## config.mk

```make
export PLATFORM = sky130hd
export DESIGN_NAME = grr_fifo
export DESIGN_NICKNAME = d
export VERILOG_FILES = /design/src/rtl/assert_macros.svh /design/src/rtl/grr_fifo.sv
export SDC_FILE = /design/constraint.sdc
export NUM_CORES = 1
export LEC_CHECK = 0
export BUFFER_PORTS_ARGS = -buffer_cell sky130_fd_sc_hd__buf_2
export CORE_MARGIN = 2
export CORE_UTILIZATION = 48
export CTS_CLUSTER_DIAMETER = 100
export DETAILED_ROUTE_END_ITERATION = 8
export HOLD_SLACK_MARGIN = 0.1
export PLACE_DENSITY = 0.75
export RECOVER_POWER = 100
export SETUP_SLACK_MARGIN = 0.02
export SLEW_MARGIN = 20
export SYNTH_ARGS = -nofsm -noshare
export SYNTH_HDL_FRONTEND = slang
export SYNTH_SLANG_ARGS = --single-unit
```

## constraint.sdc

```tcl
create_clock -name clk -period 1.6 [get_ports clk]
set_input_delay 0.16 -clock clk [delete_from_list [all_inputs] [get_ports clk]]
set_output_delay 0.16 -clock clk [all_outputs]
set_load 0.02 [all_outputs]
```

## src/rtl/assert_macros.svh

```systemverilog
// assertion helpers shared by the rtl, clocked on clk with rst_n as reset
`ifndef ASSERT_MACROS_SVH
`define ASSERT_MACROS_SVH

// same-cycle implication
`define GRR_ASSERT_IMP(lbl, ante, cons) \
    lbl: assert property (@(posedge clk) disable iff (!rst_n) (ante) |-> (cons)) \
        else $error("grr assertion failed");

// next-cycle implication
`define GRR_ASSERT_NEXT(lbl, ante, cons) \
    lbl: assert property (@(posedge clk) disable iff (!rst_n) (ante) |=> (cons)) \
        else $error("grr assertion failed");

`endif

```

## src/rtl/grr_fifo.sv

```systemverilog
// ----------------------------------------------------------------------------
// grr_fifo
// Short request queue between the classifier and the execution engine.
// ----------------------------------------------------------------------------
module grr_fifo #(
    parameter int WIDTH = 8,
    parameter int DEPTH = 2
) (
    input  logic             clk,
    input  logic             rst_n,
    input  logic             push,
    input  logic [WIDTH-1:0] din,
    input  logic             pop,
    output logic [WIDTH-1:0] dout,
    output logic             full,
    output logic             empty
);

    localparam int PW = (DEPTH > 1) ? $clog2(DEPTH) : 1;
    localparam int CW = $clog2(DEPTH + 1);

    logic [WIDTH-1:0] slot_reg [DEPTH];
    logic [PW-1:0]    wptr_reg, rptr_reg;
    logic [CW-1:0]    cnt_reg;

    function automatic logic [PW-1:0] bump(input logic [PW-1:0] p);
        bump = (p == PW'(DEPTH - 1)) ? '0 : p + 1'b1;
    endfunction

    always_ff @(posedge clk)
    begin
        if (push)
        begin
            slot_reg[wptr_reg] <= din;
        end
    end

    always_ff @(posedge clk or negedge rst_n)
    begin
        if (!rst_n)
        begin
            wptr_reg <= '0;
            rptr_reg <= '0;
            cnt_reg  <= '0;
        end
        else
        begin
            if (push)
            begin
                wptr_reg <= bump(wptr_reg);
            end
            if (pop)
            begin
                rptr_reg <= bump(rptr_reg);
            end
            if (push && !pop)
            begin
                cnt_reg <= cnt_reg + 1'b1;
            end
            else if (pop && !push)
            begin
                cnt_reg <= cnt_reg - 1'b1;
            end
        end
    end

    assign dout  = slot_reg[rptr_reg];
    assign full  = (cnt_reg == CW'(DEPTH));
    assign empty = (cnt_reg == '0);

endmodule

```

== Yosys cells after proc, flatten, opt, wreduce, memory -nomap -nowiden ==
Memory sizes are Yosys's and may differ from the RTL's.
Cells that the tools add are included.
Word-level totals
  bits in registers: 4
  bits in latches: 0
  memory bits (writable): 16
  ROM bits: 0
  bits of input ports: 12
  output and inout port bits: 10
  word-level logic and storage cells: 21
  memories kept: 1
Memory list
  slot_reg: depth 2, width 8, rd ports 1, clocked after Yosys merged registers in 0, write ports 1, line grr_fifo.sv:22  | logic [WIDTH-1:0] slot_reg [DEPTH];
Operators by class
  add/sub/neg operators: 4
  $mul: 0
  div/mod/pow operators: 0
  order comparisons: 0
  equal/unequal tests: 1
  shifts and indexed selects: 0
  muxes and demuxes: 6
  bitwise logic cells: 0
  reduce and logical (&&, ||, !) cells: 6
Operator list (count)
  1-bit two-way mux: 4
  2-bit two-way mux: 2
  1-bit adder, second input constant: 2
  2-bit by 1-bit adder with 2-bit output, second input constant: 1
  2-bit equality test, second input constant: 1
  1-bit logical AND: 2
  1-bit zero test: 2
  2-bit zero test: 1
  2-bit nonzero test: 1
  2-bit by 1-bit subtractor with 2-bit output, second input constant: 1

== Logic depth before layout (Yosys ltp) ==
Gate-level depths: netlist of run 1.
  word-level depth: 4
  mapped depth: 5
  mapped depth without buffers: 5

== Worst setup path after synthesis of run 1 ==
No wires, ideal clock.
  path type: register -> register
  start: register wptr_reg
  end: memory slot_reg[0][0], enable pin
  setup time: 0.373 ns
  arrival: 0.789 ns
  required time: 1.227 ns
  path slack: 0.438 ns
  stages on the path, launching flop included: 2
  buffers on the path: 0
  period minus slack after synthesis: 1.162 ns
  path through: dfrtp_1 -> nor2b_1
RTL lines
  from (decl): line grr_fifo.sv:23  | logic [PW-1:0] wptr_reg, rptr_reg;
  from (signal assigned): line grr_fifo.sv:50  | wptr_reg <= bump(wptr_reg);
  to (decl): line grr_fifo.sv:22
No word-level cell before the write port.

== Worst setup path in the final report of run 1 ==
  start: register rptr_reg
  end: output port dout[6]
On the way
  cells in the longest elaborated chain, start to end: 1
RTL lines
  from (decl): line grr_fifo.sv:23
  from (signal assigned): line grr_fifo.sv:54  | rptr_reg <= bump(rptr_reg);
  memory 2 x 8 bit
  to (decl): line grr_fifo.sv:14  | output logic [WIDTH-1:0] dout,
Every way passes these cells.

==> results of run 1 <==
Yosys cell counts:
cell,instances
and2_1,1
and2b_2,1
buf_6,1
dfrtp_1,4
edfxtp_1,16
ha_1,1
inv_1,1
mux2_2,8
nor2_1,2
nor2b_1,1
xnor2_1,1
xor2_1,4
cells by family after synthesis:
logic type,Yosys count,synth area share [%]
AND/OR/NAND/NOR,5,3.735
flip-flops,20,75.33
adder cells (fa/ha/maj),1,1.623
buffers and inverters,2,1.947
XOR/XNOR,5,5.682
multiplexers,8,11.69
area by class of cell:
cell class                      instances  share of cell area (%)
Sequential cell                        20                   57.06
Inverter                                1                  0.3681
Multi-Input combinational cell         19                   17.18
Tap cell                               16                   1.963
Clock buffer                            4                   2.577
Timing Repair Buffer                   33                   20.86
through the flow:
| stage | setup WS, ns | instances |
|---|---|---|
| after floorplan | 0.4383 | 41 |
| after global placement | 0.3594 | 78 |
| after detailed placement | 0.3529 | 78 |
| after CTS | 0.1229 | 93 |
| after global routing | 0.08163 | 93 |
| final | 0.1318 | 93 |
path summary, 6_finish.rpt:
check,to,from,slack [ns]
hold / removal,cnt_reg[0],rst_n,0.22
setup reg to reg,slot_reg[1][6],wptr_reg,0.39
max in group asynchronous,rptr_reg,rst_n,1.18
hold reg to reg,wptr_reg,wptr_reg,0.50
min in group clk,wptr_reg,wptr_reg,0.50
setup / recovery,dout[6],rptr_reg,0.13
what timing repair did:
action | 4_1_cts | 5_1_grt
hold buffers | 11 | 0
hold endpoints to repair | 22 | 0
setup endpoints to repair | 2 | 0
gates resized for setup | 1 | 0
metal layers:
layer | GRT usage (%) | share of wire [%] | wire (um) | vias to the layer above
met5 | 0 | 0 | 0 | -
met3 | 3.673 | 3.8 | 45 | 0
li1 | - | - | - | 220
met2 | 25.29 | 54 | 645 | 10
met4 | 5.455 | 0 | 0 | 0
met1 | 16.99 | 42 | 504 | 207
power breakdown:
| part | switching [W] | internal (W) | total (W) |
|---|---|---|---|
| Sequential | 0.0000982 | 0.000710 | 0.000808 |
| Clock | 0.000139 | 0.0000968 | 0.000236 |
| Combinational | 0.000283 | 0.000244 | 0.000527 |
==> results.toml, run 1 <==
[job]
drv_cap = 0

[pwr]
vdd_drop_max_mv = 0.9514
p_leak_nw = 0.4030
power_density_nw_per_um2 = 1541
p_total_w = 0.001571

[clock_tree]
cts-root-buf = "clkbuf_4"
cts.sinks = 20
worstSkewPairLatency_ns = 0.29
clk_path_buf_depth = 2
post_cts_buffers = 0
cts_buffers = 3
htree_levels = 1
cts_tree = "yes"
clk_pin_slew_worst_paths_ns = 0.10

[synthesis]
yosysSeqAreaShare_pct = 75.32
synth_area_leaders = "edfxtp_1, dfrtp_1, mux2_2"
syn_area_um2 = 770.7
yosysTopAreaCellShare_pct = 62.34
synth_fp_nets = 54
ys_ff_latch = 20
synth_cell_types = 12
yosys_warnings = 0
avgSynthCellArea_um2 = 18.80
netlist_instances = 41
yosys.area.top_type = "edfxtp_1"

[setup_path]
crit_buf_inv = 1
crit_path_max_fanout = 9
end_kind = "primary output"
path_cells = "mux2_2 -> clkbuf_2"
cpLargestDelayFamily = "flip-flops"
path_depth = 2
cp_slowest_cell = "dfrtp_2"
cp_data_required_time_ns = 1.44
cpPeakStageDelay_ns = 0.50
critPathLaunchType = "register"
r2r_cells = 1
worstPathArrival_ns = 1.31
crit_type = "register to primary output"

[finish]
seqCellArea_um2 = 581.8
fillCellCount = 123
fin_util_pct = 67.69
antenna_cells = 0
final_cell_area_um2 = 1020
multiInputGateArea_um2 = 175.2
final_cell_mix = "edfxtp_1, dlygate4sd3_1, clkbuf_1, clkbuf_2, mux2_2"
largest_register_ff_count = 16
drive_gt1_share_pct = 35.06
area_delta_synth_final_pct = 32.31
nNetsFinal = 91
final_common_cell = "edfxtp_1"

[hold_path]
hold_path.class = "input port to async pin"

[sta]
hold_ws_ns = 0.2218
min_period_ns = 1.468
grt_setup_unrepaired = "no"
max_slew_margin_pct = 64.48
max_freq_mhz = 681.1
worstMarginPinSlew_ns = 0.5324
hold_viol = 0
post-route-period-util_pct = 91.76
finalSetupTns_ns = 0
finalSetupViolCount = 0
skew_ns = 0.005589
maxSlewViolCount = 0

[drt]
vias_per_cell = 4.699
first_pass_iters = 3
drc = 0
ant_nets = 0
drtIter0Drc = 5
wire_per_inst_um = 12.84
wl_mm = 1.194
route.vias.total = 437

[placement]
io_buffers = 21
dpl.hpwl_um = 780.2
place_congestion = 0.6410
place_area_um2 = 892.1

[die]
rows = 14
die_h_um = 44.07
dieArea_um2 = 1942
ioPinCount = 22
die_x_um = 44.07
coreArea_um2 = 1506
start_util_pct = 51.16

[global_route]
grt_pass1_wl_mm = 1.925
grt_max_degree = 12
gr-usage-all-layers_pct = 14.42
grt_pass1_vias = 466
antenna_found_initial = 0
grt-ovfl-total = 0

[run_status]
outcome = "finished, final reports clean"
No activity file was read; power rests on OpenSTA's default activity.
==> run 2: changes to the inputs <==
CORE_UTILIZATION = 50   (was 48)
PLACE_DENSITY = 0.78   (was 0.75)
clock period = 1.7 ns   (was 1.6 ns; I/O delays follow)
==> run 2 against run 1 <==
  * Total power decreased by 3.7%
  * Register-to-register slack gained 0.09 ns
  * First-iteration DRC count fell by 80%
  * Die area down 3.6%
  * Clock-buffer cell count unchanged
  * Design area grew 0.49%
  * Worst hold slack better by 0.023 ns
  * Sequential share of layout area fell by 0.40 points
  * Clock power rose by 9.7%
  * Largest cell class unchanged
==> results.toml, run 2 (synthesized netlist as in run 1, its figures left out) <==
[drt]
first_pass_iters = 2
drtIter0Drc = 1
wire_per_inst_um = 11.53
drc = 0
vias_per_cell = 4.734
ant_nets = 0
wl_mm = 1.084
route.vias.total = 445

[finish]
fin_util_pct = 69.64
largest_register_ff_count = 16
fillCellCount = 117
antenna_cells = 0
area_delta_synth_final_pct = 32.95
final_cell_area_um2 = 1025
drive_gt1_share_pct = 29.49
final_common_cell = "edfxtp_1"
final_cell_mix = "edfxtp_1, clkbuf_1, dlygate4sd3_1"
nNetsFinal = 92

[clock_tree]
clk_pin_slew_worst_paths_ns = 0.10
clk_path_buf_depth = 2
post_cts_buffers = 0
cts_resized = 0
cts_tree = "yes"
cts-root-buf = "clkbuf_4"
cts.sinks = 20
htree_levels = 1
cts_buffers = 3
worstSkewPairLatency_ns = 0.29

[setup_path]
cpPeakStageDelay_ns = 0.59
crit_buf_inv = 1
crit_type = "register to primary output"
end_kind = "primary output"
worstPathArrival_ns = 1.42
cp_slowest_cell = "dfrtp_1"
critPathLaunchType = "register"
crit_path_max_fanout = 9
path_cells = "mux2_2 -> clkbuf_2"
cpLargestDelayFamily = "flip-flops"
cp_data_required_time_ns = 1.53

[pwr]
p_total_w = 0.001513
power_density_nw_per_um2 = 1476
seqPwrFrac_pct = 50.1
vdd_drop_max_mv = 0.9381
p_switching_w = 0.0004914
switching_share_pct = 32.49
power.internal_w = 0.001021
clkPwrFrac_pct = 17.1
p_leak_nw = 0.3987
comb_power_share_pct = 32.8

[sta]
max_slew_margin_pct = 63.51
min_period_ns = 1.595
max_freq_mhz = 627.1
finalSetupViolCount = 0
hold_ws_ns = 0.2451
skew_ns = 0.004564
hold_viol = 0
finalSetupTns_ns = 0
grt_setup_unrepaired = "no"
post-route-period-util_pct = 93.81
worstMarginPinSlew_ns = 0.5470
maxSlewViolCount = 0

[global_route]
gr-usage-all-layers_pct = 13.60
grt_max_degree = 12
grt_pass1_vias = 456
antenna_found_initial = 0
grt-ovfl-total = 0
grt_pass1_wl_mm = 1.842

[placement]
place_area_um2 = 899.6
dpl.hpwl_um = 759.2
place_congestion = 0.6347
io_buffers = 21

[hold_path]
hold_path.class = "input port to async pin"

[job]
drv_cap = 0

[die]
coreArea_um2 = 1471
ioPinCount = 22
die_h_um = 43.26
start_util_pct = 52.38
die_x_um = 43.26
dieArea_um2 = 1871
rows = 14

[run_status]
outcome = "finished, final reports clean"
==> run 2: area by class of cell <==
class | count | area, um2 | share of cell area [%]
Timing Repair Buffer | 34 | 209.0 | 20.39
Clock buffer | 4 | 36.28 | 3.541
Sequential cell | 20 | 580.6 | 56.65
Inverter | 1 | 3.754 | 0.3663
Multi-Input combinational cell | 19 | 175.2 | 17.09
Tap cell | 16 | 20.02 | 1.954
==> run 2: per-layer routing <==
| metal | routed length [um] | global-route usage [%] |
|---|---|---|
| met5 | 0 | 0 |
| met4 | 0 | 5.455 |
| met3 | 48 | 2.553 |
| met2 | 533 | 22.69 |
| met1 | 502 | 17.39 |
==> run 2: what timing repair did <==
| item | in CTS | in global routing |
|---|---|---|
| setup endpoints to repair | 0 | 0 |
| hold endpoints to repair | 22 | 0 |
| hold buffers | 11 | 0 |
==> run 2: path summary, 6_finish.rpt <==
path | startpoint | end | slack [ns] | cells after the start
min in group clk | wptr_reg | wptr_reg | 0.49 | 1
worst min register to register | wptr_reg | wptr_reg | 0.49 | 1
worst max-delay path | rptr_reg | dout[0] | 0.11 | 2
worst min-delay path | rst_n | cnt_reg[0] | 0.25 | 2
max in group asynchronous | rst_n | rptr_reg | 1.27 | 2
worst max register to register | wptr_reg | slot_reg[1][4] | 0.48 | 1
==> run 2: through the flow <==
step,setup WS (ns),cells
6_report,0.1053,94
5_1_grt,0.02980,94
4_1_cts,0.08261,94
3_5_place_dp,0.4278,79
3_3_place_gp,0.4388,79
2_1_floorplan,0.5383,41
==> run 2: power by group through the flow <==
stage,Clock (W),Combinational [W],Sequential (W)
3_3_place_gp,0,0.000496,0.000764
6_report,0.000259,0.000496,0.000758
2_1_floorplan,0,0.000403,0.000719
4_1_cts,0.000274,0.000520,0.000761
5_1_grt,0.000293,0.000535,0.000775
3_5_place_dp,0,0.000498,0.000771
==> run 3: changes to the inputs <==
--- a/config.mk
+++ b/config.mk
@@ -10,2 +10,3 @@
 export CORE_UTILIZATION = 50
+export CTS_BUF_LIST = sky130_fd_sc_hd__clkbuf_8
 export CTS_CLUSTER_DIAMETER = 100
==> constraint.sdc (replaced) <==
create_clock -name clk -period 1.7 [get_ports clk]
set_input_delay 0.34 -clock clk [delete_from_list [all_inputs] [get_ports clk]]
set_output_delay 0.34 -clock clk [all_outputs]
set_load 0.02 [all_outputs]
==> run 3 against run 2 <==
  * Die area unchanged
  * Non-clock buffer count down 10
  * Worst setup slack worse by 0.0018 ns
  * Wire length down 0.83%
  * First-iteration DRC count rose to 8.0 times the previous value
  * Critical endpoint unchanged
  * Largest power group unchanged
==> results.toml, run 3 (synthesized netlist as in run 1, its figures left out) <==
[clock_tree]
cts.sinks = 20
cts_tree = "yes"
clk_pin_slew_worst_paths_ns = 0.07
clk_path_buf_depth = 2
cts-root-buf = "clkbuf_8"
cts_buffers = 3
worstSkewPairLatency_ns = 0.25
post_cts_buffers = 0
htree_levels = 1

[global_route]
gr-usage-all-layers_pct = 13.30
grt_pass1_wl_mm = 1.773
grt-ovfl-total = 0
antenna_found_initial = 0
grt_pass1_vias = 430
grt_max_degree = 12

[setup_path]
r2r_start = "wptr_reg"
r2r_slack_ns = 0.49
crit_buf_inv = 1
cpLargestDelayFamily = "flip-flops"
path_cells = "mux2_2 -> clkbuf_2"
cp_data_required_time_ns = 1.36
r2r_end = "slot_reg[1][7]"
cpPeakStageDelay_ns = 0.49
crit_path_max_fanout = 9
cp_slowest_cell = "dfrtp_2"
worstPathArrival_ns = 1.26
crit_type = "register to primary output"
r2r_cells = 1
critPathLaunchType = "register"
end_kind = "primary output"

[job]
drv_cap = 0

[placement]
pre_cts_ws_ns = 0.2578
place_congestion = 0.6347
io_buffers = 21
dpl.hpwl_um = 759.2
place_area_um2 = 899.6

[sta]
max_slew_margin_pct = 63.96
maxSlewViolCount = 0
worstMarginPinSlew_ns = 0.5403
post-route-period-util_pct = 93.91
min_period_ns = 1.597
finalSetupTns_ns = 0
setup_slack_ns = 0.1034
finalSetupViolCount = 0
hold_viol = 0
grt_setup_unrepaired = "no"
max_freq_mhz = 626.4
skew_ns = 0.001001

[die]
die_x_um = 43.26
rows = 14
start_util_pct = 52.38
dieArea_um2 = 1871
coreArea_um2 = 1471
die_h_um = 43.26
ioPinCount = 22

[finish]
final_common_cell = "edfxtp_1"
nNetsFinal = 82
fin_util_pct = 64.54
antenna_cells = 0
final_cell_area_um2 = 949.7
fillCellCount = 127
largest_register_ff_count = 16
area_delta_synth_final_pct = 23.21
drive_gt1_share_pct = 41.18
final_cell_mix = "edfxtp_1, clkbuf_1, mux2_2, clkbuf_2, buf_2"

[pwr]
vdd_drop_max_mv = 0.9741
power_density_nw_per_um2 = 1672
p_leak_nw = 0.3747

[drt]
ant_nets = 0
wl_mm = 1.075
vias_per_cell = 4.762
drc = 0
route.vias.total = 400
first_pass_iters = 2
drtIter0Drc = 8
wire_per_inst_um = 12.80

[hold_path]
hold-path-endpoint = "slot_reg[0][1]"
hold_path.class = "input port to register"
holdPathStages = 1
min_from = "din[1]"

[run_status]
outcome = "finished, final reports clean"
[run 3: through the flow]
| step | instances | hold slack (ns) | total power (W) |
|---|---|---|---|
| after floorplan | 41 | 0.04441 | 0.001123 |
| after global placement | 79 | 0.1506 | 0.001260 |
| after detailed placement | 79 | 0.1525 | 0.001269 |
| after CTS | 84 | 0.2675 | 0.001624 |
| after global routing | 84 | 0.2707 | 0.001676 |
| final | 84 | 0.2713 | 0.001588 |
[run 3: power breakdown]
group	switching, W	internal [W]	total, W
Sequential	0.0000927	0.000669	0.000762
Combinational	0.000264	0.000212	0.000476
Clock	0.000145	0.000206	0.000350
Total	0.000502	0.00109	0.00159
[run 3: layout make-up]
cell class / instances / area (um2) / area share, %
flip-flops and latches: 20 / 581.8 / 61.26
multi-input cells: 19 / 175.2 / 18.45
repair buffers: 24 / 113.9 / 11.99
clock buffers: 4 / 55.05 / 5.797
well taps: 16 / 20.02 / 2.108
inverters: 1 / 3.754 / 0.3953
[run 3: metal layers]
metal / global-route usage [%] / part of all wire [%] / vias up / wire length (um)
met4: 7.273 / 0 / 0 / 0
met1: 16.38 / 46 / 182 / 493
met2: 20.90 / 48 / 16 / 514
met5: 0 / 0 / - / 0
li1: - / - / 202 / -
met3: 3.830 / 6.1 / 0 / 66
[run 3: how the worst max path moves through the flow]
stage                     startpoint       to  slack [ns]  cells after the start
after floorplan             rptr_reg  dout[0]        0.53                      2
after global placement      rptr_reg  dout[5]        0.27                      2
after detailed placement    rptr_reg  dout[6]        0.26                      2
after CTS                   rptr_reg  dout[6]        0.09                      2
after global routing        rptr_reg  dout[0]        0.05                      2
final                       rptr_reg  dout[0]        0.10                      2
[run 3: what timing repair did]
item | in CTS | in global routing
setup endpoints to repair | 8 | 0
hold endpoints to repair | 4 | 0
resized for setup | 1 | 0
hold buffers | 1 | 0
