<file path="src/rtl/assert_macros.svh">
// assertion helpers shared by the rtl, clocked on clk with rst_n as reset
`ifndef ASSERT_MACROS_SVH
`define ASSERT_MACROS_SVH

// same-cycle implication
`define GRR_ASSERT_IMP(lbl, ante, cons) \
    lbl: assert property (@(posedge clk) disable iff (!rst_n) (ante) |-> (cons)) \
        else $error("grr assertion failed");

// next-cycle implication
`define GRR_ASSERT_NEXT(lbl, ante, cons) \
    lbl: assert property (@(posedge clk) disable iff (!rst_n) (ante) |=> (cons)) \
        else $error("grr assertion failed");

`endif

</file>
<file path="src/rtl/grr_pkg.sv">
// ----------------------------------------------------------------------------
// grr_pkg
// Shared types and constants of the grid ring rotation remap block.
// ----------------------------------------------------------------------------
package grr_pkg;

    localparam int DEF_MAX_ROWS   = 64;
    localparam int DEF_MAX_COLS   = 64;
    localparam int DEF_DATA_WIDTH = 16;

    localparam int IDX_W   = 6;   // row / col request fields
    localparam int CRD_W   = 7;   // internal coordinates and sizes
    localparam int LEN_W   = 9;   // ring length and position
    localparam int SHIFT_W = 32;
    localparam int CFG_IDX_W  = 2;
    localparam int CFG_DATA_W = 32;
    localparam int QUEUE_DEPTH = 2;

    localparam logic [CFG_IDX_W-1:0] CFG_NUM_ROWS     = 2'd0;
    localparam logic [CFG_IDX_W-1:0] CFG_NUM_COLS     = 2'd1;
    localparam logic [CFG_IDX_W-1:0] CFG_SHIFT_AMOUNT = 2'd2;

    localparam logic KIND_WRITE = 1'b0;
    localparam logic KIND_READ  = 1'b1;

    typedef struct packed {
        logic             kind;
        logic             oob;    // cell lies outside the memory
        logic             ring;   // cell belongs to a rotating ring
        logic [CRD_W-1:0] row;
        logic [CRD_W-1:0] col;
        logic [CRD_W-1:0] lvl;
        logic [CRD_W-1:0] h;
        logic [CRD_W-1:0] w;
        logic [LEN_W-1:0] len;
        logic [LEN_W-1:0] pos;
    } entry_t;

endpackage

</file>
<file path="src/rtl/grr_front.sv">
// ----------------------------------------------------------------------------
// grr_front
// Classifies a request: ring level, ring geometry and position on the ring.
// ----------------------------------------------------------------------------
module grr_front #(
    parameter int MAX_ROWS = 64,
    parameter int MAX_COLS = 64
) (
    input  logic [grr_pkg::CRD_W-1:0] num_rows,
    input  logic [grr_pkg::CRD_W-1:0] num_cols,
    input  logic                      kind,
    input  logic [grr_pkg::IDX_W-1:0] row,
    input  logic [grr_pkg::IDX_W-1:0] col,
    output grr_pkg::entry_t           ent
);
    import grr_pkg::*;

    logic [CRD_W-1:0] rr, cc, r7, c7, dr, dc, lvl, mn, h, w, ye, xe, m1, m2;
    logic             in_grid;
    logic [LEN_W-1:0] hm1, wm1;

    always_comb
    begin
        // sizes saturate at the memory bounds
        rr = (9'(num_rows) > 9'(MAX_ROWS)) ? CRD_W'(MAX_ROWS) : num_rows;
        cc = (9'(num_cols) > 9'(MAX_COLS)) ? CRD_W'(MAX_COLS) : num_cols;
        r7 = CRD_W'(row);
        c7 = CRD_W'(col);
        in_grid = (r7 < rr) && (c7 < cc);
        dr = rr - 1'b1 - r7;
        dc = cc - 1'b1 - c7;
        m1 = (r7 < c7) ? r7 : c7;
        m2 = (dr < dc) ? dr : dc;
        lvl = (m1 < m2) ? m1 : m2;
        mn = (rr < cc) ? rr : cc;
        h  = rr - {lvl[CRD_W-2:0], 1'b0};
        w  = cc - {lvl[CRD_W-2:0], 1'b0};
        ye = rr - 1'b1 - lvl;
        xe = cc - 1'b1 - lvl;
        hm1 = LEN_W'(h) - 1'b1;
        wm1 = LEN_W'(w) - 1'b1;

        ent.kind = kind;
        ent.oob  = (9'(row) >= 9'(MAX_ROWS)) || (9'(col) >= 9'(MAX_COLS));
        ent.ring = in_grid && (lvl < (mn >> 1));
        ent.row  = r7;
        ent.col  = c7;
        ent.lvl  = lvl;
        ent.h    = h;
        ent.w    = w;
        ent.len  = LEN_W'({h, 1'b0}) + LEN_W'({w, 1'b0}) - LEN_W'(4);
        // left edge, bottom, right edge, top
        if (c7 == lvl)
            ent.pos = LEN_W'(r7 - lvl);
        else if (r7 == ye)
            ent.pos = hm1 + LEN_W'(c7 - lvl);
        else if (c7 == xe)
            ent.pos = hm1 + wm1 + LEN_W'(ye - r7);
        else
            ent.pos = (hm1 << 1) + wm1 + LEN_W'(xe - c7);
    end

endmodule

</file>
<file path="config.mk">
export PLATFORM = sky130hd
export DESIGN_NAME = grr_front
export DESIGN_NICKNAME = d
export VERILOG_FILES = /design/src/rtl/assert_macros.svh /design/src/rtl/grr_pkg.sv /design/src/rtl/grr_front.sv
export SDC_FILE = /design/constraint.sdc
export NUM_CORES = 1
export LEC_CHECK = 0
export BUFFER_PORTS_ARGS = -buffer_cell sky130_fd_sc_hd__clkbuf_2
export CORE_UTILIZATION = 40
export DETAILED_ROUTE_END_ITERATION = 8
export PLACE_DENSITY_LB_ADDON = 0.1
export SYNTH_ARGS = -nofsm -noshare
export SYNTH_HDL_FRONTEND = slang
export SYNTH_SLANG_ARGS = --single-unit
</file>
<file path="constraint.sdc">
create_clock -name vclk -period 9.85
set_input_delay 0 -clock vclk [all_inputs]
set_output_delay 0 -clock vclk [all_outputs]
set_load 0.01 [all_outputs]
</file>
Word-level counts from Yosys, hierarchy flattened
Index checks and enable logic that the tools add are counted.
{ "op_classes": {"addsub": 21, "order_cmp": 9, "n_eq_ne": 3, "muxes": 9, "reduce_logical": 2} }
{ "ops": {"columns": ["operator", "count"], "rows": [
  ["7-bit two-way mux", 5],
  ["7-bit subtractor", 4],
  ["8-bit by 8-bit adder with 9-bit output", 3],
  ["9-bit adder", 3],
  ["9-bit two-way mux", 3],
  ["6-bit by 7-bit == test with 1-bit output", 3],
  ["6-bit by 7-bit less-than comparator with 1-bit output", 3],
  ["6-bit by 7-bit subtractor with 8-bit output", 2],
  ["7-bit by 1-bit subtractor with 8-bit output (second input constant)", 2],
  ["7-bit by 6-bit subtractor with 8-bit output", 2],
  ["7-bit > comparator (second input constant)", 2],
  ["7-bit less-than comparator", 2],
  ["7-bit by 1-bit subtractor with 7-bit output (second input constant)", 2],
  ["7-bit by 6-bit subtractor with 7-bit output", 2],
  ["9-bit by 3-bit subtractor with 9-bit output (second input constant)", 1],
  ["7-bit by 6-bit less-than comparator with 1-bit output", 1],
  ["6-bit less-than comparator", 1],
  ["6-bit two-way mux", 1],
  ["1-bit logical AND", 2]
]} }
{ "word_totals": {"reg_bits": 0, "output_inout_bits": 56, "word_cells": 44} }

Logic depth before layout (Yosys ltp)
Gate-level depths: netlist (run 1).
{ "logic_depth": {"word_depth": 15, "mapped_depth": 44, "mapped_depth_nobuf": 43} }

Worst setup path after synthesis (run 1)
OpenSTA, ideal clock, no wires.
{ "synth_timing": {"path_type": "in2out", "from": "input num_cols[6] (netlist name)", "to": "output ent[8] (netlist name)", "arrival_time_ns": 8.812, "slack_ns": 1.038, "stages": 41, "n_path_buf": 1, "cell_sequence": "buf_2 inv_1 nand2_1 ha_1 nor3b_1 o21ai_1 ha_1 o21a_1 o31ai_1 a21boi_0 inv_1 ha_1 nand2_1 o31a_1 maj3_2 o211ai_1 nand4_2 or4b_4 (+5 left out) nor2b_1 o21ai_0 nand2b_1 maj3_1 maj3_1 xnor2_1 ha_1 xnor2_1 fa_1 inv_1 ha_1 a21oi_1 o21bai_1 a21oi_1 xnor2_1 xnor2_1 xnor3_1 o2bb2ai_1"} }
{ "synth_rtl": {"columns": ["item", "line_no", "text"], "rows": [
  ["start: declaration", "grr_front.sv:10", "input logic [grr_pkg::CRD_W-1:0] num_cols,"],
  ["end: declaration", "grr_front.sv:14", "output grr_pkg::entry_t ent"]
]} }

==> results of run 1 <==
==> routing by layer <==
metal	vias to the layer above	share of wire, %
met3	13	5.5
li1	3164	-
met2	195	45
met1	2940	49
met5	-	0
met4	0	0.90
==> final cells by class <==
type,instances,area [µm²]
multi-input combinational,705,5930
timing repair buffer,115,673
tap,216,270
inverter,118,443
fill,1662,8560
==> per-stage QoR <==
step                      cells  setup slack (ns)
after floorplan             854              1.04
after global placement     1154             0.528
after detailed placement   1154             0.495
after CTS                  1154             0.471
after global routing       1154            0.0189
final                      1154             0.565
==> cells by family after synthesis <==
group                      Yosys count  synth area share, %
buffers and inverters              149                 9.69
adders and majority gates          164                 34.5
other                                1               0.0576
muxes                               15                 2.48
and+or+nand+nor                    208                 17.3
AOI/OAI and AO/OA                  223                 23.6
xor gates and xnor gates            90                 12.4
==> placed cells by master, fill, tap and decap left out, types with 7 or more instances in the layout <==
master	count
sky130_fd_sc_hd__o21bai_1	8
sky130_fd_sc_hd__nor2b_1	27
sky130_fd_sc_hd__nand2b_1	24
sky130_fd_sc_hd__nor2_1	37
sky130_fd_sc_hd__xnor2_1	60
sky130_fd_sc_hd__nor3_1	21
sky130_fd_sc_hd__a31oi_1	9
sky130_fd_sc_hd__o211ai_1	7
sky130_fd_sc_hd__xor2_1	25
sky130_fd_sc_hd__a21o_1	31
sky130_fd_sc_hd__o21a_1	10
sky130_fd_sc_hd__mux2i_1	11
sky130_fd_sc_hd__fa_1	29
sky130_fd_sc_hd__ha_1	121
sky130_fd_sc_hd__a211oi_1	8
sky130_fd_sc_hd__o31ai_1	8
sky130_fd_sc_hd__maj3_1	9
sky130_fd_sc_hd__a21oi_1	48
sky130_fd_sc_hd__nand2_1	36
sky130_fd_sc_hd__o21ai_0	40
sky130_fd_sc_hd__clkbuf_2	76
sky130_fd_sc_hd__nand3_1	24
sky130_fd_sc_hd__inv_1	116
sky130_fd_sc_hd__buf_4	39
==> cells in the mapped netlist (all sizes together) (8+ instances only) <==
| library cell | n | area [µm²] |
|---|---|---|
| mux2i | 12 | 124 |
| ha | 122 | 1530 |
| a21o | 31 | 233 |
| o21bai | 8 | 60.1 |
| a31oi | 9 | 56.3 |
| a211oi | 8 | 60.1 |
| nand2b | 24 | 150 |
| xor2 | 27 | 236 |
| o21ai | 43 | 215 |
| o31ai | 10 | 75.1 |
| fa | 29 | 581 |
| clkbuf | 9 | 33.8 |
| nor2 | 37 | 139 |
| nand3 | 24 | 120 |
| buf | 22 | 154 |
| a21oi | 48 | 240 |
| nor2b | 27 | 169 |
| inv | 118 | 443 |
| o21a | 10 | 75.1 |
| xnor2 | 62 | 551 |
| nand2 | 36 | 135 |
| nor3 | 21 | 105 |
| maj3 | 13 | 135 |
==> how the worst max path moves through the flow <==
stage / start / to / slack (ns) / cells after the start
finish: num_cols[6] / ent[8] / 0.57 / 43
global placement: num_rows[6] / ent[8] / 0.53 / 40
global route: num_cols[6] / ent[8] / 0.02 / 45
floorplan: num_cols[6] / ent[8] / 1.04 / 41
CTS: num_rows[6] / ent[8] / 0.47 / 40
detailed placement: num_rows[6] / ent[8] / 0.49 / 40
==> impl_metrics.xml, run 1 <==
<?xml version="1.0" encoding="UTF-8"?>
<metrics>
  <group name="setup_path">
    <metric name="worst_path_largest_cell_delay" unit="ns">0.48</metric>
    <metric name="worstSetupPathType" unit="">in2out</metric>
    <metric name="timing.critical_path.buf_inv" unit="">6</metric>
    <metric name="crit_arrival" unit="ns">9.28</metric>
    <metric name="worst_path_dominant_cell_family" unit="">adder cells</metric>
    <metric name="crit_required" unit="ns">9.85</metric>
    <metric name="dominant_cell_type_by_count_on_the_critical_path" unit="">sky130_fd_sc_hd__ha_1</metric>
    <metric name="crit_path_start_kind" unit="">primary input</metric>
    <metric name="crit_path_top_delay_cell" unit="">sky130_fd_sc_hd__fa_1</metric>
    <metric name="crit_path_max_fanout" unit="">9</metric>
    <metric name="crit_path_end_kind" unit="">output port</metric>
  </group>
  <group name="yosys">
    <metric name="ys.warnings.count" unit="">0</metric>
    <metric name="cell_area_after_synthesis" unit="mm²">0.00651</metric>
    <metric name="synth_cells" unit="">850</metric>
    <metric name="post_synth.cell_area_avg" unit="µm²">7.66</metric>
    <metric name="yosysSeqAreaShare" unit="%">0</metric>
    <metric name="post_synth_num_cell_types" unit="">72</metric>
  </group>
  <group name="floorplanning">
    <metric name="num_io_pins" unit="">83</metric>
    <metric name="die-area" unit="mm²">0.0168</metric>
    <metric name="coreArea" unit="mm²">0.0159</metric>
    <metric name="dieHeight" unit="µm">130</metric>
    <metric name="initial_core_util" unit="%">41.0</metric>
    <metric name="rows" unit="">46</metric>
    <metric name="die_x" unit="µm">130</metric>
  </group>
  <group name="global_route">
    <metric name="grt_pass1_wl" unit="µm">33200</metric>
    <metric name="met1_usage" unit="%">38.4</metric>
    <metric name="vias_in_the_first_global_route" unit="">5999</metric>
    <metric name="grt_most_used_layer" unit="">met2</metric>
    <metric name="gr-usage-met3" unit="%">0.661</metric>
    <metric name="groute.usage.overall" unit="%">26.0</metric>
    <metric name="grt.met2_usage" unit="%">43.4</metric>
    <metric name="globalRoute.totalOverflow" unit="">0</metric>
    <metric name="maximum_number_of_pins_on_one_net_before_global_route_repair" unit="">15</metric>
    <metric name="grt_antenna_before_repair" unit="">0</metric>
  </group>
  <group name="timing">
    <metric name="fin_setup_tns" unit="ns">0</metric>
    <metric name="rsz0062_at_grt" unit="">no</metric>
    <metric name="finalHoldViolations" unit="">0</metric>
    <metric name="max_freq" unit="MHz">108</metric>
    <metric name="slew_violations" unit="">0</metric>
    <metric name="finalCritPeriodShare" unit="%">94.3</metric>
    <metric name="slew_headroom" unit="%">38.2</metric>
    <metric name="period_minus_slack" unit="ns">9.28</metric>
    <metric name="hold-worst-slack" unit="ns">0.00000444</metric>
    <metric name="setup-violations-final" unit="">0</metric>
    <metric name="tightestPinTransition" unit="ns">0.922</metric>
  </group>
  <group name="layout">
    <metric name="clock_buffer_count" unit="">0</metric>
    <metric name="final_area" unit="mm²">0.00732</metric>
    <metric name="seq_cell_count" unit="">0</metric>
    <metric name="antennaDiodeCount" unit="">0</metric>
    <metric name="seq_area" unit="µm²">0</metric>
    <metric name="design.final.nets" unit="">1118</metric>
    <metric name="layout-drive-gt1-share" unit="%">15.5</metric>
    <metric name="finish.utilization" unit="%">46.1</metric>
    <metric name="synthToLayoutAreaGrowth" unit="%">12.5</metric>
  </group>
  <group name="clock_network">
    <metric name="cts_setup_buffers" unit="">0</metric>
    <metric name="postCtsHoldBufs" unit="">0</metric>
    <metric name="cts_resized" unit="">0</metric>
  </group>
  <group name="min_path">
    <metric name="worst_hold_path.endpoint" unit="">ent[55]</metric>
    <metric name="hold-path-cell-count" unit="">0</metric>
    <metric name="holdCritPathClass" unit="">in2out</metric>
    <metric name="hold_start" unit="">kind</metric>
  </group>
  <group name="detailed_routing">
    <metric name="drt-vias-per-instance" unit="">5.47</metric>
    <metric name="drc_errors" unit="">0</metric>
    <metric name="via_count" unit="">6312</metric>
    <metric name="drtIter0Drc" unit="">397</metric>
    <metric name="wire_length_after_detailed_routing" unit="µm">21400</metric>
    <metric name="ant_nets" unit="">0</metric>
    <metric name="routed_wirelength_normalized_by_instance_count" unit="µm">18.5</metric>
    <metric name="drt_pre_antenna_iters" unit="">5</metric>
  </group>
  <group name="placed_design">
    <metric name="post_dp_cell_area" unit="mm²">0.00728</metric>
    <metric name="globalplace.congestion" unit="">0.937</metric>
    <metric name="io_buffers" unit="">76</metric>
    <metric name="hpwlAfterDp" unit="µm">18800</metric>
  </group>
  <group name="run">
    <metric name="timing.max_cap.violations" unit="">0</metric>
  </group>
  <group name="run_status">
    <metric name="outcome" unit="">finished clean</metric>
  </group>
</metrics>
Power of run 1 is left out: the tool's default activity adds up to more than one toggle a clock period on the data nets, which glitch-free logic cannot reach.
==> run 2: changes to the inputs <==
Settings changed: BUFFER_PORTS_ARGS -buffer_cell sky130_fd_sc_hd__clkbuf_2 to not set, DONT_BUFFER_PORTS set to 1.
==> impl_metrics.xml, run 2 (synthesized netlist as in run 1, its figures left out) <==
<?xml version="1.0" encoding="UTF-8"?>
<metrics>
  <group name="timing">
    <metric name="setup-violations-final" unit="">0</metric>
    <metric name="rsz0062_at_grt" unit="">no</metric>
    <metric name="finalCritPeriodShare" unit="%">94.6</metric>
    <metric name="finalHoldViolations" unit="">0</metric>
    <metric name="slew_headroom" unit="%">22.5</metric>
    <metric name="max_freq" unit="MHz">107</metric>
    <metric name="period_minus_slack" unit="ns">9.32</metric>
    <metric name="tightestPinTransition" unit="ns">1.14</metric>
    <metric name="fin_setup_tns" unit="ns">0</metric>
    <metric name="slew_violations" unit="">0</metric>
  </group>
  <group name="floorplanning">
    <metric name="coreArea" unit="mm²">0.0159</metric>
    <metric name="die_x" unit="µm">130</metric>
    <metric name="num_io_pins" unit="">83</metric>
    <metric name="die-area" unit="mm²">0.0168</metric>
    <metric name="dieHeight" unit="µm">130</metric>
    <metric name="initial_core_util" unit="%">41.0</metric>
    <metric name="rows" unit="">46</metric>
  </group>
  <group name="setup_path">
    <metric name="dominant_cell_type_by_count_on_the_critical_path" unit="">sky130_fd_sc_hd__ha_1</metric>
    <metric name="worst_setup_path_endpoint" unit="">ent[8]</metric>
    <metric name="crit_required" unit="ns">9.85</metric>
    <metric name="crit_path_start_kind" unit="">primary input</metric>
    <metric name="crit_path_end_kind" unit="">output port</metric>
    <metric name="crit_path_top_delay_cell" unit="">sky130_fd_sc_hd__or4b_4</metric>
    <metric name="timing.critical_path.from" unit="">num_cols[6]</metric>
    <metric name="worstSetupPathType" unit="">in2out</metric>
    <metric name="crit_path_max_fanout" unit="">9</metric>
    <metric name="crit_arrival" unit="ns">9.32</metric>
    <metric name="worst_path_largest_cell_delay" unit="ns">0.48</metric>
  </group>
  <group name="run">
    <metric name="timing.max_cap.violations" unit="">0</metric>
  </group>
  <group name="global_route">
    <metric name="globalRoute.totalOverflow" unit="">0</metric>
    <metric name="vias_in_the_first_global_route" unit="">5942</metric>
    <metric name="maximum_number_of_pins_on_one_net_before_global_route_repair" unit="">15</metric>
    <metric name="grt_pass1_wl" unit="µm">34300</metric>
    <metric name="grt_antenna_before_repair" unit="">0</metric>
    <metric name="groute.usage.overall" unit="%">27.0</metric>
  </group>
  <group name="placed_design">
    <metric name="io_buffers" unit="">0</metric>
    <metric name="globalplace.congestion" unit="">0.945</metric>
    <metric name="hpwlAfterDp" unit="µm">19700</metric>
  </group>
  <group name="detailed_routing">
    <metric name="routed_wirelength_normalized_by_instance_count" unit="µm">20.6</metric>
    <metric name="wire_length_after_detailed_routing" unit="µm">22500</metric>
    <metric name="via_count" unit="">6190</metric>
    <metric name="drc_errors" unit="">0</metric>
    <metric name="drtIter0Drc" unit="">275</metric>
    <metric name="ant_nets" unit="">0</metric>
    <metric name="drt-vias-per-instance" unit="">5.68</metric>
    <metric name="drt_pre_antenna_iters" unit="">4</metric>
  </group>
  <group name="layout">
    <metric name="fillers" unit="">1691</metric>
    <metric name="design.final.nets" unit="">1053</metric>
    <metric name="antennaDiodeCount" unit="">0</metric>
    <metric name="most-common-layout-cells" unit="">sky130_fd_sc_hd__ha_1, sky130_fd_sc_hd__inv_1, sky130_fd_sc_hd__xnor2_1</metric>
    <metric name="layout-drive-gt1-share" unit="%">9.16</metric>
    <metric name="seq_cell_count" unit="">0</metric>
    <metric name="synthToLayoutAreaGrowth" unit="%">7.79</metric>
    <metric name="layout_commonest_cell" unit="">sky130_fd_sc_hd__ha_1</metric>
    <metric name="multi_input_gate_area" unit="mm²">0.00593</metric>
    <metric name="clock_buffer_count" unit="">0</metric>
    <metric name="seq_area" unit="µm²">0</metric>
  </group>
  <group name="clock_network">
    <metric name="postCtsHoldBufs" unit="">0</metric>
  </group>
  <group name="run_status">
    <metric name="outcome" unit="">finished clean</metric>
  </group>
  <group name="min_path">
    <metric name="holdCritPathClass" unit="">in2out</metric>
    <metric name="hold-path-cell-count" unit="">0</metric>
  </group>
</metrics>
## run 2: area by class of cell
class	count	share of cell area, %
inverters	118	6.31
repair buffers	50	5.35
multi-input cells	705	84.5
well taps	216	3.85
## run 2: worst min path at each step
stage | from | endpoint | slack [ns]
2_1_floorplan | col[0] | ent[39] | 0.09
3_3_place_gp | kind | ent[55] | 0.0001
3_5_place_dp | kind | ent[55] | 0.0001
4_1_cts | kind | ent[55] | 0.0001
5_1_grt | kind | ent[55] | 0.00003
6_report | kind | ent[55] | 0.000004
## run 2: routing by layer
metal / up-vias / wire length [µm] / part of all wire, % / track usage, %
met5: - / 0 / 0 / 0
met4: 0 / 472 / 2.1 / 4.79
met3: 19 / 1110 / 4.9 / 2.81
met2: 181 / 9820 / 44 / 43.6
met1: 2951 / 11100 / 49 / 39.1
li1: 3039 / - / - / -
## run 2: critical path, delay by kind of cell
family / cells / cell delay (ns)
adder cells (fa/ha/maj): 10 / 3.39
AO/OA/AOI/OAI: 11 / 2.05
AND/OR/NAND/NOR: 8 / 1.78
XOR/XNOR: 6 / 1.15
buffers and inverters: 5 / 0.53
multiplexers: 1 / 0.41
## run 2: timing repair
item / CTS / global route
endpoints found under the setup margin: 0 / 4
resized for setup: 0 / 9
setup buffers: 0 / 3
endpoints found under the hold margin: 0 / 0
## run 2: per-stage QoR
stage / area (µm²) / util, % / setup slack, ns / hold WS [ns] / cells
final: 7010 / 44.2 / 0.528 / 0.00000444 / 1089
after global routing: 7010 / 44.2 / 0.0365 / 0.0000281 / 1089
after CTS: 6960 / 43.8 / 0.198 / 0.000119 / 1086
after detailed placement: 6960 / 43.8 / 0.252 / 0.000119 / 1086
after global placement: 6960 / 43.8 / 0.495 / 0.000119 / 1086
after floorplan: 6520 / - / 1.04 / 0.0918 / 854
Power of run 2 is left out for the same reason.
==> run 3: changes to the inputs <==
Settings changed: CAP_MARGIN set to 20.
Clock period 9.85 ns to 11.2 ns, I/O delays scaled along.
==> impl_metrics.xml, run 3 (synthesized netlist as in run 1, its figures left out) <==
<?xml version="1.0" encoding="UTF-8"?>
<metrics>
  <group name="layout">
    <metric name="fillers" unit="">1685</metric>
    <metric name="most-common-layout-cells" unit="">sky130_fd_sc_hd__ha_1, sky130_fd_sc_hd__inv_1, sky130_fd_sc_hd__xnor2_1</metric>
    <metric name="synthToLayoutAreaGrowth" unit="%">2.15</metric>
    <metric name="finish.utilization" unit="%">41.8</metric>
    <metric name="seq_cell_count" unit="">0</metric>
    <metric name="seq_area" unit="µm²">0</metric>
    <metric name="clock_buffer_count" unit="">0</metric>
    <metric name="final_area" unit="mm²">0.00665</metric>
    <metric name="layout-drive-gt1-share" unit="%">3.50</metric>
    <metric name="antennaDiodeCount" unit="">0</metric>
    <metric name="multi_input_gate_area" unit="mm²">0.00589</metric>
    <metric name="design.final.nets" unit="">1009</metric>
    <metric name="layout_commonest_cell" unit="">sky130_fd_sc_hd__ha_1</metric>
  </group>
  <group name="setup_path">
    <metric name="crit_path_top_delay_cell" unit="">sky130_fd_sc_hd__or4b_4</metric>
    <metric name="crit_arrival" unit="ns">10.47</metric>
    <metric name="crit_path_max_fanout" unit="">9</metric>
    <metric name="worst_path_largest_cell_delay" unit="ns">0.61</metric>
    <metric name="crit_required" unit="ns">11.20</metric>
    <metric name="crit_path_end_kind" unit="">output port</metric>
    <metric name="dominant_cell_type_by_count_on_the_critical_path" unit="">sky130_fd_sc_hd__ha_1</metric>
    <metric name="worstSetupPathType" unit="">in2out</metric>
    <metric name="crit_path_start_kind" unit="">primary input</metric>
  </group>
  <group name="timing">
    <metric name="fin_setup_tns" unit="ns">0</metric>
    <metric name="setup-violations-final" unit="">0</metric>
    <metric name="finalHoldViolations" unit="">0</metric>
    <metric name="tightestPinTransition" unit="ns">0.860</metric>
    <metric name="period_minus_slack" unit="ns">10.47</metric>
    <metric name="finalCritPeriodShare" unit="%">93.5</metric>
    <metric name="slew_violations" unit="">0</metric>
    <metric name="slew_headroom" unit="%">42.4</metric>
    <metric name="rsz0062_at_grt" unit="">no</metric>
    <metric name="max_freq" unit="MHz">95.5</metric>
    <metric name="hold-worst-slack" unit="ns">0.00000444</metric>
  </group>
  <group name="placed_design">
    <metric name="post_dp_cell_area" unit="mm²">0.00664</metric>
    <metric name="io_buffers" unit="">0</metric>
    <metric name="hpwlAfterDp" unit="µm">19200</metric>
    <metric name="globalplace.congestion" unit="">0.909</metric>
  </group>
  <group name="clock_network">
    <metric name="cts_resized" unit="">0</metric>
    <metric name="postCtsHoldBufs" unit="">0</metric>
    <metric name="cts_setup_buffers" unit="">0</metric>
  </group>
  <group name="detailed_routing">
    <metric name="drc_errors" unit="">0</metric>
    <metric name="via_count" unit="">6092</metric>
    <metric name="ant_nets" unit="">0</metric>
    <metric name="routed_wirelength_normalized_by_instance_count" unit="µm">21.2</metric>
    <metric name="drtIter0Drc" unit="">355</metric>
    <metric name="drt-vias-per-instance" unit="">5.83</metric>
    <metric name="drt_pre_antenna_iters" unit="">5</metric>
    <metric name="wire_length_after_detailed_routing" unit="µm">22200</metric>
  </group>
  <group name="global_route">
    <metric name="globalRoute.totalOverflow" unit="">0</metric>
    <metric name="maximum_number_of_pins_on_one_net_before_global_route_repair" unit="">15</metric>
    <metric name="grt_antenna_before_repair" unit="">0</metric>
    <metric name="groute.usage.overall" unit="%">26.7</metric>
    <metric name="vias_in_the_first_global_route" unit="">5687</metric>
    <metric name="grt_pass1_wl" unit="µm">33500</metric>
  </group>
  <group name="floorplanning">
    <metric name="die-area" unit="mm²">0.0168</metric>
    <metric name="die_x" unit="µm">130</metric>
    <metric name="dieHeight" unit="µm">130</metric>
    <metric name="initial_core_util" unit="%">41.0</metric>
    <metric name="num_io_pins" unit="">83</metric>
    <metric name="coreArea" unit="mm²">0.0159</metric>
    <metric name="rows" unit="">46</metric>
  </group>
  <group name="run_status">
    <metric name="outcome" unit="">finished clean</metric>
  </group>
  <group name="run">
    <metric name="timing.max_cap.violations" unit="">0</metric>
  </group>
  <group name="min_path">
    <metric name="holdCritPathClass" unit="">in2out</metric>
  </group>
</metrics>
run 3: cell types whose count changed in the layout (fill, tap and decap cells not counted), sizes merged:
cell	previous run	this run
buf	50	6
run 3: critical path: cells and delay by family:
family	cells	cell delay, ns
buf+inv	4	0.38
compound gates	14	3.32
fa+ha+maj	8	2.92
xor+xnor	4	1.04
simple gates	9	2.77
run 3: layout make-up:
class / count / share of cell area (%)
Multi-Input combinational cell: 705 / 88.6
Timing Repair Buffer: 6 / 0.640
Tap cell: 216 / 4.07
Inverter: 118 / 6.66
run 3: routing by layer:
layer / vias to the layer above / global-route usage, % / share of wire [%]
met5: - / 0 / 0
met4: 0 / 4.51 / 1.8
met3: 18 / 2.48 / 6.6
met2: 221 / 42.4 / 44
met1: 2910 / 39.2 / 48
li1: 2943 / - / -
run 3: per-stage QoR:
stage / std cells / worst slack, ns
6_report: 1045 / 0.731
5_1_grt: 1045 / 0.0776
4_1_cts: 1044 / 0.796
3_5_place_dp: 1044 / 0.846
3_3_place_gp: 1044 / 0.994
2_1_floorplan: 854 / 2.39
run 3: worst paths after layout:
| check | cells past startpoint | from | slack, ns | to |
|---|---|---|---|---|
| worst max-delay path | 39 | num_cols[6] | 0.73 | ent[8] |
| worst min-delay path | 0 | kind | 0.000004 | ent[55] |
Power of run 3 is left out for the same reason.
